==> src/rtl/core/rtc3w_pkg.sv <==
// ----------------------------------------------------------------------------
// rtc3w_pkg
// Types, codes and constants shared by the three-wire RTC serial master.
// ----------------------------------------------------------------------------
package rtc3w_pkg;

	typedef enum logic [1:0] {
		CMD_BEGIN = 2'd0,
		CMD_WRITE = 2'd1,
		CMD_READ  = 2'd2,
		CMD_END   = 2'd3
	} cmd_t;

	typedef enum logic [1:0] {
		CFG_START_HOLD = 2'd0,
		CFG_HALF_BIT   = 2'd1
	} cfg_idx_t;

	// What the item in the working stage turns into
	typedef enum logic [2:0] {
		KIND_BEGIN,
		KIND_WRITE,
		KIND_READ,
		KIND_IDLE,
		KIND_ERROR
	} item_kind_t;

	localparam logic [7:0]  CMD_BASE         = 8'h60;
	localparam logic [15:0] START_HOLD_RESET = 16'd8;
	localparam logic [15:0] HALF_BIT_RESET   = 16'd40;
	localparam int          PHASE_W          = 5;
	localparam logic [PHASE_W-1:0] BEGIN_LAST_PHASE = PHASE_W'(17);
	localparam logic [PHASE_W-1:0] BYTE_LAST_PHASE  = PHASE_W'(15);

	typedef struct packed {
		cmd_t        cmd;
		logic [3:0]  reg_index;
		logic        is_read;
		logic [7:0]  write_byte;
		logic [7:0]  line_bits;
	} in_item_t;

	typedef struct packed {
		logic        chip_select;
		logic        serial_clock;
		logic        data_drive;
		logic        data_out;
		logic [15:0] hold_ticks;
		logic [7:0]  read_byte;
		logic        error_flag;
		logic        last;
	} out_item_t;

	typedef struct packed {
		logic [1:0]  index;
		logic [15:0] value;
	} cfg_wr_t;

endpackage

==> src/rtl/core/rtc3w_chan_if.sv <==
// ----------------------------------------------------------------------------
// rtc3w_chan_if
// Valid/ready channel carrying one payload item per handshake.
// ----------------------------------------------------------------------------
interface rtc3w_chan_if #(
	parameter type payload_t = logic
);
	logic     valid;
	logic     ready;
	payload_t data;

	modport source (output valid, output data, input ready);
	modport sink   (input valid, input data, output ready);
endinterface

==> src/rtl/core/three_wire_rtc_serial_master.sv <==
// ----------------------------------------------------------------------------
// three_wire_rtc_serial_master
// Turns begin, write, read and end items for a three-wire RTC link into a
// stream of pin-phase results, one result per clock cycle unless the output
// stalls. A begin item gives 18 results, a write or read item 16, an end
// item or a rejected data item 1; each phase passes through the single result
// register. The next item is taken in the cycle that its predecessor's final
// result is loaded, so items run back to back with no gap, and a result
// stalled on the output stalls the phase sequencer. Configuration writes are
// always ready and take effect at once.
// ----------------------------------------------------------------------------
module three_wire_rtc_serial_master (
	input  logic                            clk,
	input  logic                            arst_n,
	rtc3w_chan_if.sink                      items,
	rtc3w_chan_if.source                    results,
	rtc3w_chan_if.sink                      cfg
);
	import rtc3w_pkg::*;

	// configuration
	logic [15:0] start_hold_q;
	logic [15:0] half_bit_q;

	// transaction state, tracked at acceptance
	logic        open_q;

	// working stage
	logic               valid_s1;
	item_kind_t         kind_s1;
	logic [7:0]         shift_s1;
	logic [7:0]         lines_s1;
	logic [PHASE_W-1:0] phase_s1;

	// result register
	logic      out_valid_q;
	out_item_t out_q;

	in_item_t           in_item;
	cfg_wr_t            cfg_item;
	item_kind_t         in_kind;
	logic               advance;
	logic               gen;
	logic               phase_last;
	logic               accept;
	logic [PHASE_W-1:0] bit_phase;
	logic [2:0]         bit_idx;
	out_item_t          res;

	assign in_item  = items.data;
	assign cfg_item = cfg.data;

	assign cfg.ready = 1'b1;

	always_ff @(posedge clk or negedge arst_n) begin
		if (!arst_n) begin
			start_hold_q <= START_HOLD_RESET;
			half_bit_q   <= HALF_BIT_RESET;
		end else if (cfg.valid) begin
			unique case (cfg_item.index)
				CFG_START_HOLD: start_hold_q <= cfg_item.value;
				CFG_HALF_BIT:   half_bit_q   <= cfg_item.value;
				default:        ;
			endcase
		end
	end

	// Decide the kind on entry, against the state left by earlier items
	always_comb begin
		unique case (in_item.cmd)
			CMD_BEGIN: in_kind = KIND_BEGIN;
			CMD_END:   in_kind = KIND_IDLE;
			CMD_WRITE: in_kind = open_q ? KIND_WRITE : KIND_ERROR;
			CMD_READ:  in_kind = open_q ? KIND_READ : KIND_ERROR;
			default:   in_kind = KIND_IDLE;
		endcase
	end

	assign advance = !out_valid_q || results.ready;
	assign gen     = valid_s1 && advance;

	always_comb begin
		unique case (kind_s1)
			KIND_BEGIN:            phase_last = (phase_s1 == BEGIN_LAST_PHASE);
			KIND_WRITE, KIND_READ: phase_last = (phase_s1 == BYTE_LAST_PHASE);
			default:               phase_last = 1'b1;
		endcase
	end

	assign items.ready = !valid_s1 || (advance && phase_last);
	assign accept      = items.valid && items.ready;

	always_ff @(posedge clk or negedge arst_n) begin
		if (!arst_n) begin
			open_q   <= 1'b0;
			valid_s1 <= 1'b0;
			kind_s1  <= KIND_IDLE;
			phase_s1 <= '0;
		end else if (accept) begin
			valid_s1 <= 1'b1;
			kind_s1  <= in_kind;
			phase_s1 <= '0;
			if (in_item.cmd == CMD_BEGIN) begin
				open_q <= 1'b1;
			end else if (in_item.cmd == CMD_END) begin
				open_q <= 1'b0;
			end
		end else if (gen) begin
			if (phase_last) begin
				valid_s1 <= 1'b0;
			end
			phase_s1 <= phase_s1 + PHASE_W'(1);
		end
	end

	// Payload of the working stage: command byte for begin, data byte otherwise
	always_ff @(posedge clk) begin
		if (accept) begin
			if (in_item.cmd == CMD_BEGIN) begin
				shift_s1 <= CMD_BASE | {3'b000, in_item.reg_index, in_item.is_read};
			end else begin
				shift_s1 <= in_item.write_byte;
			end
			lines_s1 <= in_item.line_bits;
		end
	end

	// Begin shifts MSB first after its two select phases
	assign bit_phase = phase_s1 - PHASE_W'(2);
	assign bit_idx   = ~bit_phase[3:1];

	always_comb begin
		res              = '0;
		res.serial_clock = 1'b1;
		res.last         = phase_last;
		unique case (kind_s1)
			KIND_BEGIN: begin
				res.chip_select = (phase_s1 != '0);
				if (phase_s1 < PHASE_W'(2)) begin
					res.hold_ticks = start_hold_q;
				end else begin
					res.serial_clock = phase_s1[0];
					res.data_drive   = 1'b1;
					res.data_out     = shift_s1[bit_idx];
					res.hold_ticks   = half_bit_q;
				end
			end
			KIND_WRITE: begin
				res.chip_select  = 1'b1;
				res.serial_clock = phase_s1[0];
				res.data_drive   = 1'b1;
				res.data_out     = shift_s1[phase_s1[3:1]];
				res.hold_ticks   = half_bit_q;
			end
			KIND_READ: begin
				res.chip_select  = 1'b1;
				res.serial_clock = phase_s1[0];
				res.hold_ticks   = half_bit_q;
				res.read_byte    = phase_last ? lines_s1 : 8'h00;
			end
			KIND_ERROR: begin
				res.error_flag = 1'b1;
			end
			default: ;
		endcase
	end

	always_ff @(posedge clk or negedge arst_n) begin
		if (!arst_n) begin
			out_valid_q <= 1'b0;
		end else if (advance) begin
			out_valid_q <= valid_s1;
		end
	end

	always_ff @(posedge clk) begin
		if (gen) begin
			out_q <= res;
		end
	end

	assign results.valid = out_valid_q;
	assign results.data  = out_q;

	a_phase_bound: assert property (@(posedge clk) disable iff (!arst_n)
		valid_s1 |-> phase_s1 <= BEGIN_LAST_PHASE)
		else $error("phase counter overran the begin sequence");

	a_single_phase: assert property (@(posedge clk) disable iff (!arst_n)
		valid_s1 && (kind_s1 == KIND_IDLE || kind_s1 == KIND_ERROR) |-> phase_s1 == '0)
		else $error("single-result item went past its first phase");

	a_reject_closed: assert property (@(posedge clk) disable iff (!arst_n)
		accept && !open_q && (in_item.cmd == CMD_WRITE || in_item.cmd == CMD_READ)
		|=> valid_s1 && kind_s1 == KIND_ERROR)
		else $error("data item outside a transaction was not flagged");

	a_error_idle: assert property (@(posedge clk) disable iff (!arst_n)
		out_valid_q && out_q.error_flag |->
		!out_q.chip_select && out_q.last && out_q.hold_ticks == '0)
		else $error("error result is not an idle final phase");

	a_stall_hold: assert property (@(posedge clk) disable iff (!arst_n)
		valid_s1 && !advance |=> $stable(phase_s1) && valid_s1)
		else $error("phase advanced while the result was stalled");

endmodule

==> src/flat_wrapper.sv <==
// flat-port wrapper written by rule: the top's interface ports become plain ports
module three_wire_rtc_serial_master_flat import rtc3w_pkg::*;
  (clk, arst_n, items_valid, items_data, items_ready, results_valid, results_data, results_ready, cfg_valid, cfg_data, cfg_ready);
  rtc3w_chan_if #(.payload_t(in_item_t)) items_i ();
  rtc3w_chan_if #(.payload_t(out_item_t)) results_i ();
  rtc3w_chan_if #(.payload_t(cfg_wr_t)) cfg_i ();
  input  logic clk;
  input  logic arst_n;
  input wire logic [$bits(items_i.valid)-1:0] items_valid;
  input wire logic [$bits(items_i.data)-1:0] items_data;
  output wire logic [$bits(items_i.ready)-1:0] items_ready;
  output wire logic [$bits(results_i.valid)-1:0] results_valid;
  output wire logic [$bits(results_i.data)-1:0] results_data;
  input wire logic [$bits(results_i.ready)-1:0] results_ready;
  input wire logic [$bits(cfg_i.valid)-1:0] cfg_valid;
  input wire logic [$bits(cfg_i.data)-1:0] cfg_data;
  output wire logic [$bits(cfg_i.ready)-1:0] cfg_ready;
  assign items_i.valid = items_valid;
  assign items_i.data = items_data;
  assign items_ready = items_i.ready;
  assign results_valid = results_i.valid;
  assign results_data = results_i.data;
  assign results_i.ready = results_ready;
  assign cfg_i.valid = cfg_valid;
  assign cfg_i.data = cfg_data;
  assign cfg_ready = cfg_i.ready;
  three_wire_rtc_serial_master u_core (.clk(clk), .arst_n(arst_n), .items(items_i), .results(results_i), .cfg(cfg_i));
endmodule
==> config.mk <==
export PLATFORM = sky130hd
export DESIGN_NAME = three_wire_rtc_serial_master_flat
export DESIGN_NICKNAME = d
export VERILOG_FILES = /design/src/rtl/core/rtc3w_pkg.sv /design/src/rtl/core/rtc3w_chan_if.sv /design/src/rtl/core/three_wire_rtc_serial_master.sv /design/src/flat_wrapper.sv
export SDC_FILE = /design/constraint.sdc
export NUM_CORES = 1
export LEC_CHECK = 0
export BUFFER_PORTS_ARGS = -buffer_cell sky130_fd_sc_hd__clkbuf_2
export CORE_MARGIN = 4
export CORE_UTILIZATION = 40
export DETAILED_ROUTE_END_ITERATION = 10
export HOLD_SLACK_MARGIN = 0.05
export PLACE_DENSITY = 0.62
export SLEW_MARGIN = 20
export SYNTH_ARGS = -nofsm -noshare
export SYNTH_HDL_FRONTEND = slang
export SYNTH_SLANG_ARGS = --single-unit
==> constraint.sdc <==
create_clock -name clk -period 4.63 [get_ports clk]
set_clock_uncertainty 0.05 [all_clocks]
set_input_delay 1.389 -clock clk [delete_from_list [all_inputs] [get_ports clk]]
set_output_delay 1.389 -clock clk [all_outputs]
set_load 0.02 [all_outputs]
==> results.toml, run 1 <==
[status]
status = "complete, no violations"

[layout]
post-route-util_pct = 48.9
drive_gt1_share_pct = 42.3
most_common_cell_after_layout_fill_and_taps_aside = "sky130_fd_sc_hd__clkbuf_2"
area.growth.synth_to_final_pct = 17.3
postLayoutCellArea_um2 = 4610
layout_common_cells = "77 x sky130_fd_sc_hd__clkbuf_2, 46 x sky130_fd_sc_hd__edfxtp_1, 38 x sky130_fd_sc_hd__dfrtp_1, 37 x sky130_fd_sc_hd__mux2_2, 16 x sky130_fd_sc_hd__a22o_1"
post_route_non_filler_standard_cell_count = 484
n_antenna_cell = 0
final_nets = 404

[place]
place_congestion = 0.846
placed_instance_area_um2 = 4430
place.detailed.hpwl_um = 5380
pre_cts_slack_ns = 0.895
placed_cells = 468
numPortBuffers = 77

[clock_network]
cts.hold.buffers_added = 0
cts_num_sinks = 89
post_cts_buffers = 0
post_cts.resized_instances = 0
clock_insertion_delay_worst_skew_ns = 0.35
clk_transition_reported_paths_ns = 0.08
tritoncts.num_buffers = 9
cts_buffer_depth = 2
h_tree_lvls = 3
tritoncts = "done"
cts_root_buffer = "sky130_fd_sc_hd__clkbuf_8"

[synth]
ys_warn_count = 0
primary_ff_master_synth = "sky130_fd_sc_hd__edfxtp_1"
synthesis.nets = 327
synth.avg_cell_area_um2 = 14.4
largest_cells_by_area_after_synthesis = "sky130_fd_sc_hd__edfxtp_1 35%, sky130_fd_sc_hd__dfrtp_1 24%, sky130_fd_sc_hd__mux2_2 11%"
synth_top_cell_area_share_pct = 35.2
number_of_enable_flip_flop_cells_after_synthesis = 46
postSynth.asyncResetShare_pct = 48.3
number_of_cells_produced_by_synthesis = 273
post_syn_area_um2 = 3930
ys_seq_area_share_pct = 62.7
yosysTopAreaCell = "sky130_fd_sc_hd__edfxtp_1"
synth_seq_cells = 89
post_synth_num_cell_types = 47

[setup_path]
startpoint_class = "input pin"
destination_of_the_critical_timing_path = "items_ready"
critPathMaxFanout = 9
reg2reg_slack_ns = 1.92
slowest_delay_ns = 0.29
crit_path_frequent_cell = "sky130_fd_sc_hd__clkbuf_2"
ff2ff_path_depth = 5
crit_cells = 5
worst_setup_path_startpoint = "results_ready"
regToRegStartpoint = "u_core.phase_s1[1]"
worst-endpoint-required_ns = 3.19
crit_type = "in -> out"
critPathSlowestCell = "sky130_fd_sc_hd__a21oi_4"
critical_path_arrival_ns = 2.31
crit_chain = "clkbuf_2, inv_1, a32o_1, a21oi_4, clkbuf_2"
critPathTopFamily = "compound AO/OA/AOI/OAI gates"
critical_path_buf_inv_count = 3
crit_path_end_kind = "output port"
worst_r2r_endpoint = "u_core.lines_s1[7]"

[drt]
drt_pre_antenna_iters = 4
vias = 2448
wire_per_inst_um = 15.6
wirelength_um = 7560
remaining_drc_errors = 0
vias_per_cell = 5.06
drt_iter0_markers = 111
ant_nets = 0

[global_route]
globalRoute.totalOverflow = 0
total_grt_usage_pct = 13.9
via_count_of_the_first_global_routing_pass = 2395
grt_max_degree = 33
grt_first_pass_wirelength_um = 12300
antenna_found_initial = 0

[pwr]
power.density_cell_area_nw_per_um2 = 568
power.ir.vdd_worst_uv = 211
post-layout-total-power_mw = 2.61
power.leakage_nw = 1.93

[floorplan]
initial_core_util_pct = 41.7
die_x_extent_um = 107
fp-row-count = 35
die_area_um2 = 11500
design.core.area_um2 = 9420
ios = 79
floorplan.die.height_um = 107

[sta]
timing.fmax_mhz = 267
hold_slack_ns = 0.461
tns_ns = 0
final-max-slew-violation-count = 0
grt_setup_unrepaired = "no"
hold_viol_final = 0
fin_crit_sh_pct = 80.9
worst_slew_pin_slew_ns = 1.03
final_critical_path_setup_slack_ns = 0.885
timing.max_slew.rel_slack_pct = 30.8
setup_viol_count_final = 0
finalWorstPathRequiredPeriod_ns = 3.75

[run]
max_cap_viol_count = 0

[min_path]
holdCritPathClass = "reg -> reg"
layout make-up:
cell class,count,area (um^2)
Timing Repair Buffer,81,415
Multi-Input combinational cell,158,1350
Tap cell,129,161
Sequential cell,89,2460
Fill cell,843,4810
Clock inverter,6,48.8
Inverter,11,41.3
Clock buffer,10,128
cells by family after synthesis:
| kind of cell | Yosys count | synth area share, % |
|---|---|---|
| flip-flops | 89 | 62.7 |
| AND/OR/NAND/NOR | 56 | 7.99 |
| AO/OA/AOI/OAI | 46 | 9.40 |
| multiplexers | 43 | 13.4 |
| buffers and inverters | 26 | 2.96 |
| adder cells (fa/ha/maj) | 8 | 2.55 |
| XOR/XNOR | 4 | 0.892 |
| other | 1 | 0.0954 |
Yosys cell counts (2+ instances only):
cell                        count
sky130_fd_sc_hd__o2bb2ai_1      2
sky130_fd_sc_hd__o21ai_0        4
sky130_fd_sc_hd__a21o_1         3
sky130_fd_sc_hd__nand4_1        2
sky130_fd_sc_hd__dfrtp_1       38
sky130_fd_sc_hd__nor3_1         4
sky130_fd_sc_hd__or2_2          2
sky130_fd_sc_hd__mux2_2        37
sky130_fd_sc_hd__a22o_1        16
sky130_fd_sc_hd__nand3_1        2
sky130_fd_sc_hd__nor2_1         9
sky130_fd_sc_hd__nand2_1       11
sky130_fd_sc_hd__inv_1         11
sky130_fd_sc_hd__nor3b_1        2
sky130_fd_sc_hd__nand3b_1       2
sky130_fd_sc_hd__nand2b_1       2
sky130_fd_sc_hd__buf_2          6
sky130_fd_sc_hd__ha_1           8
sky130_fd_sc_hd__and2_1        10
sky130_fd_sc_hd__nor4_1         2
sky130_fd_sc_hd__clkbuf_1       7
sky130_fd_sc_hd__edfxtp_1      46
sky130_fd_sc_hd__a31o_2         2
sky130_fd_sc_hd__a32o_1         5
sky130_fd_sc_hd__mux4_2         4
sky130_fd_sc_hd__xor2_1         2
sky130_fd_sc_hd__dfstp_2        5
sky130_fd_sc_hd__mux2i_1        2
sky130_fd_sc_hd__or3_1          2
sky130_fd_sc_hd__a21oi_1        6
sky130_fd_sc_hd__nor2b_1        2
sky130_fd_sc_hd__xnor2_1        2
registers in the layout, indices dropped and copies added (netlist names):
signal and count:
u_core.results.valid 1, u_core.open_q 1, u_core.lines_s1 8, u_core.phase_s1 5, u_core.half_bit_q 16, u_core.results.data 30, u_core.kind_s1 3, u_core.start_hold_q 16
u_core.shift_s1 8, u_core.valid_s1 1
report_power, final:
group | internal (mW) | leakage [nW] | switching [mW] | total (mW)
Combinational | 0.387 | 0.896 | 0.499 | 0.886
Sequential | 1.10 | 0.945 | 0.146 | 1.25
Clock | 0.201 | 0.0878 | 0.282 | 0.483
worst min-delay path by stage:
stage / from / endpoint / slack, ns / depth (start not counted)
floorplan: u_core.half_bit_q[10] / u_core.half_bit_q[10] / 0.43 / 1
global placement: u_core.half_bit_q[8] / u_core.half_bit_q[8] / 0.44 / 1
detailed placement: u_core.half_bit_q[12] / u_core.half_bit_q[12] / 0.44 / 1
CTS: u_core.half_bit_q[12] / u_core.half_bit_q[12] / 0.46 / 1
global route: u_core.start_hold_q[11] / u_core.start_hold_q[11] / 0.47 / 1
finish: u_core.half_bit_q[12] / u_core.half_bit_q[12] / 0.46 / 1
layer usage:
layer | part of all wire (%) | track usage, %
met2 | 49 | 22.3
met3 | 6.4 | 4.70
met5 | 0 | 0
met4 | 1.0 | 4.20
met1 | 43 | 17.7
Note: power is estimated with default switching activity, not from simulation.
==> run 2: changes to the inputs <==
Clock period 4.63 ns to 3.6 ns, I/O delays scaled along.
==> run 2 against run 1 <==
Sequential share of layout area shrank 0.19 points. Clock-buffer cell count is the same. Global-route usage grew 0.11 points. Utilization grew 0.17 points. Routed wire length is the same. Cell area grew 0.35%. Worst setup slack lost 0.57 ns. Critical endpoint unchanged.
==> results.toml, run 2 (same netlist as run 1, synthesis figures left out) <==
[sta]
final-max-slew-violation-count = 0
fin_crit_sh_pct = 91.4
worst_slew_pin_slew_ns = 0.811
timing.max_slew.rel_slack_pct = 45.9
grt_setup_unrepaired = "no"
hold_viol_final = 0
tns_ns = 0
timing.fmax_mhz = 304
setup_viol_count_final = 0
finalWorstPathRequiredPeriod_ns = 3.29

[drt]
vias = 2457
vias_per_cell = 5.06
drt_pre_antenna_iters = 4
ant_nets = 0
remaining_drc_errors = 0
wire_per_inst_um = 15.5
drt_iter0_markers = 97
wirelength_um = 7560

[clock_network]
cts_buffer_depth = 2
cts_num_sinks = 89
post_cts_buffers = 0
cts_root_buffer = "sky130_fd_sc_hd__clkbuf_8"
post_cts.resized_instances = 0
clock_insertion_delay_worst_skew_ns = 0.34
h_tree_lvls = 3
tritoncts.num_buffers = 9
clk_transition_reported_paths_ns = 0.09
tritoncts = "done"
cts.hold.buffers_added = 0

[floorplan]
die_area_um2 = 11500
floorplan.die.height_um = 107
fp-row-count = 35
die_x_extent_um = 107
ios = 79
initial_core_util_pct = 41.7
design.core.area_um2 = 9420

[place]
place_congestion = 0.843
place.detailed.hpwl_um = 5260
numPortBuffers = 77
placed_instance_area_um2 = 4450

[layout]
final_nets = 406
drive_gt1_share_pct = 42.6
area.growth.synth_to_final_pct = 17.7
n_antenna_cell = 0
flip_flop_count_of_the_largest_register_all_copies_and_words_added = 30
postLayoutCellArea_um2 = 4620
layout_common_cells = "77 x sky130_fd_sc_hd__clkbuf_2, 46 x sky130_fd_sc_hd__edfxtp_1, 38 x sky130_fd_sc_hd__dfrtp_1, 37 x sky130_fd_sc_hd__mux2_2, 16 x sky130_fd_sc_hd__a22o_1"
fill_cells = 872
most_common_cell_after_layout_fill_and_taps_aside = "sky130_fd_sc_hd__clkbuf_2"

[setup_path]
worst_setup_path_startpoint = "u_core.phase_s1[3]"
crit_chain = "or4b_4, a22oi_2, nor3b_1, a21oi_4, clkbuf_2"
regToRegStartpoint = "u_core.phase_s1[3]"
worst_r2r_endpoint = "u_core.lines_s1[7]"
crit_path_end_kind = "output port"
critPathSlowestCell = "sky130_fd_sc_hd__or4b_4"
ff2ff_path_depth = 5
crit_type = "reg -> out"
slowest_delay_ns = 0.56
worst-endpoint-required_ns = 2.47
reg2reg_slack_ns = 0.95
critPathMaxFanout = 11
destination_of_the_critical_timing_path = "items_ready"
startpoint_class = "flip-flop"
critical_path_arrival_ns = 2.16

[run]
max_cap_viol_count = 0

[global_route]
grt_max_degree = 44
globalRoute.totalOverflow = 0
total_grt_usage_pct = 14.0
grt_first_pass_wirelength_um = 12600
antenna_found_initial = 0
via_count_of_the_first_global_routing_pass = 2542

[min_path]
holdCritPathClass = "reg -> reg"

[pwr]
power.ir.vdd_worst_uv = 264
power.density_cell_area_nw_per_um2 = 727
power.leakage_nw = 1.93

[status]
status = "complete, no violations"
run 2: cell count changes in the layout (fill, tap and decap cells not counted):
cell | before | now
sky130_fd_sc_hd__clkinvlp_4 | 1 | 2
sky130_fd_sc_hd__buf_4 | 4 | 6
sky130_fd_sc_hd__inv_4 | 1 | 0
run 2: metal layers:
metal	vias to the layer above	routed length (um)	track usage, %
met5	-	0	0
met4	0	73	3.93
met3	10	428	3.67
met2	62	3720	23.1
met1	1215	3340	18.2
li1	1170	-	-
run 2: critical path: cells and delay by family (launching register included):
| kind | cells | cell delay [ns] |
|---|---|---|
| simple gates | 2 | 0.66 |
| compound gates | 2 | 0.41 |
| flops | 1 | 0.52 |
| buf+inv | 1 | 0.22 |
run 2: layout make-up:
cell class | instances | area (um^2) | share of cell area [%]
clock inverter | 6 | 50.0 | 1.08
multi-input combinational | 158 | 1350 | 29.2
sequential | 89 | 2460 | 53.3
clock buffer | 10 | 128 | 2.76
inverter | 11 | 41.3 | 0.893
tap | 129 | 161 | 3.49
timing repair buffer | 83 | 430 | 9.31
run 2: where the power goes:
part	internal [mW]	total [mW]	switching (mW)
sequential	1.41	1.60	0.182
clock	0.258	0.620	0.361
combinational	0.499	1.14	0.644
run 2: stage by stage:
step / std cells / setup slack, ns / hold WS, ns / power [mW] / utilization, %
2_1_floorplan: 273 / 0.809 / 0.430 / 2.44 / -
3_3_place_gp: 470 / 0.518 / 0.437 / 2.74 / 47.2
3_5_place_dp: 470 / 0.499 / 0.444 / 2.77 / 47.2
4_1_cts: 486 / 0.284 / 0.465 / 3.40 / 49.1
5_1_grt: 486 / 0.151 / 0.481 / 3.59 / 49.1
6_report: 486 / 0.310 / 0.464 / 3.36 / 49.1
run 2: worst min path at each step:
stage	startpoint	endpoint	slack, ns	cells past startpoint
2_1_floorplan	u_core.half_bit_q[10]	u_core.half_bit_q[10]	0.43	1
3_3_place_gp	u_core.half_bit_q[11]	u_core.half_bit_q[11]	0.44	1
3_5_place_dp	u_core.half_bit_q[13]	u_core.half_bit_q[13]	0.44	1
4_1_cts	u_core.half_bit_q[13]	u_core.half_bit_q[13]	0.46	1
5_1_grt	u_core.lines_s1[0]	u_core.results.data[2]	0.48	1
6_report	u_core.half_bit_q[1]	u_core.half_bit_q[1]	0.46	1
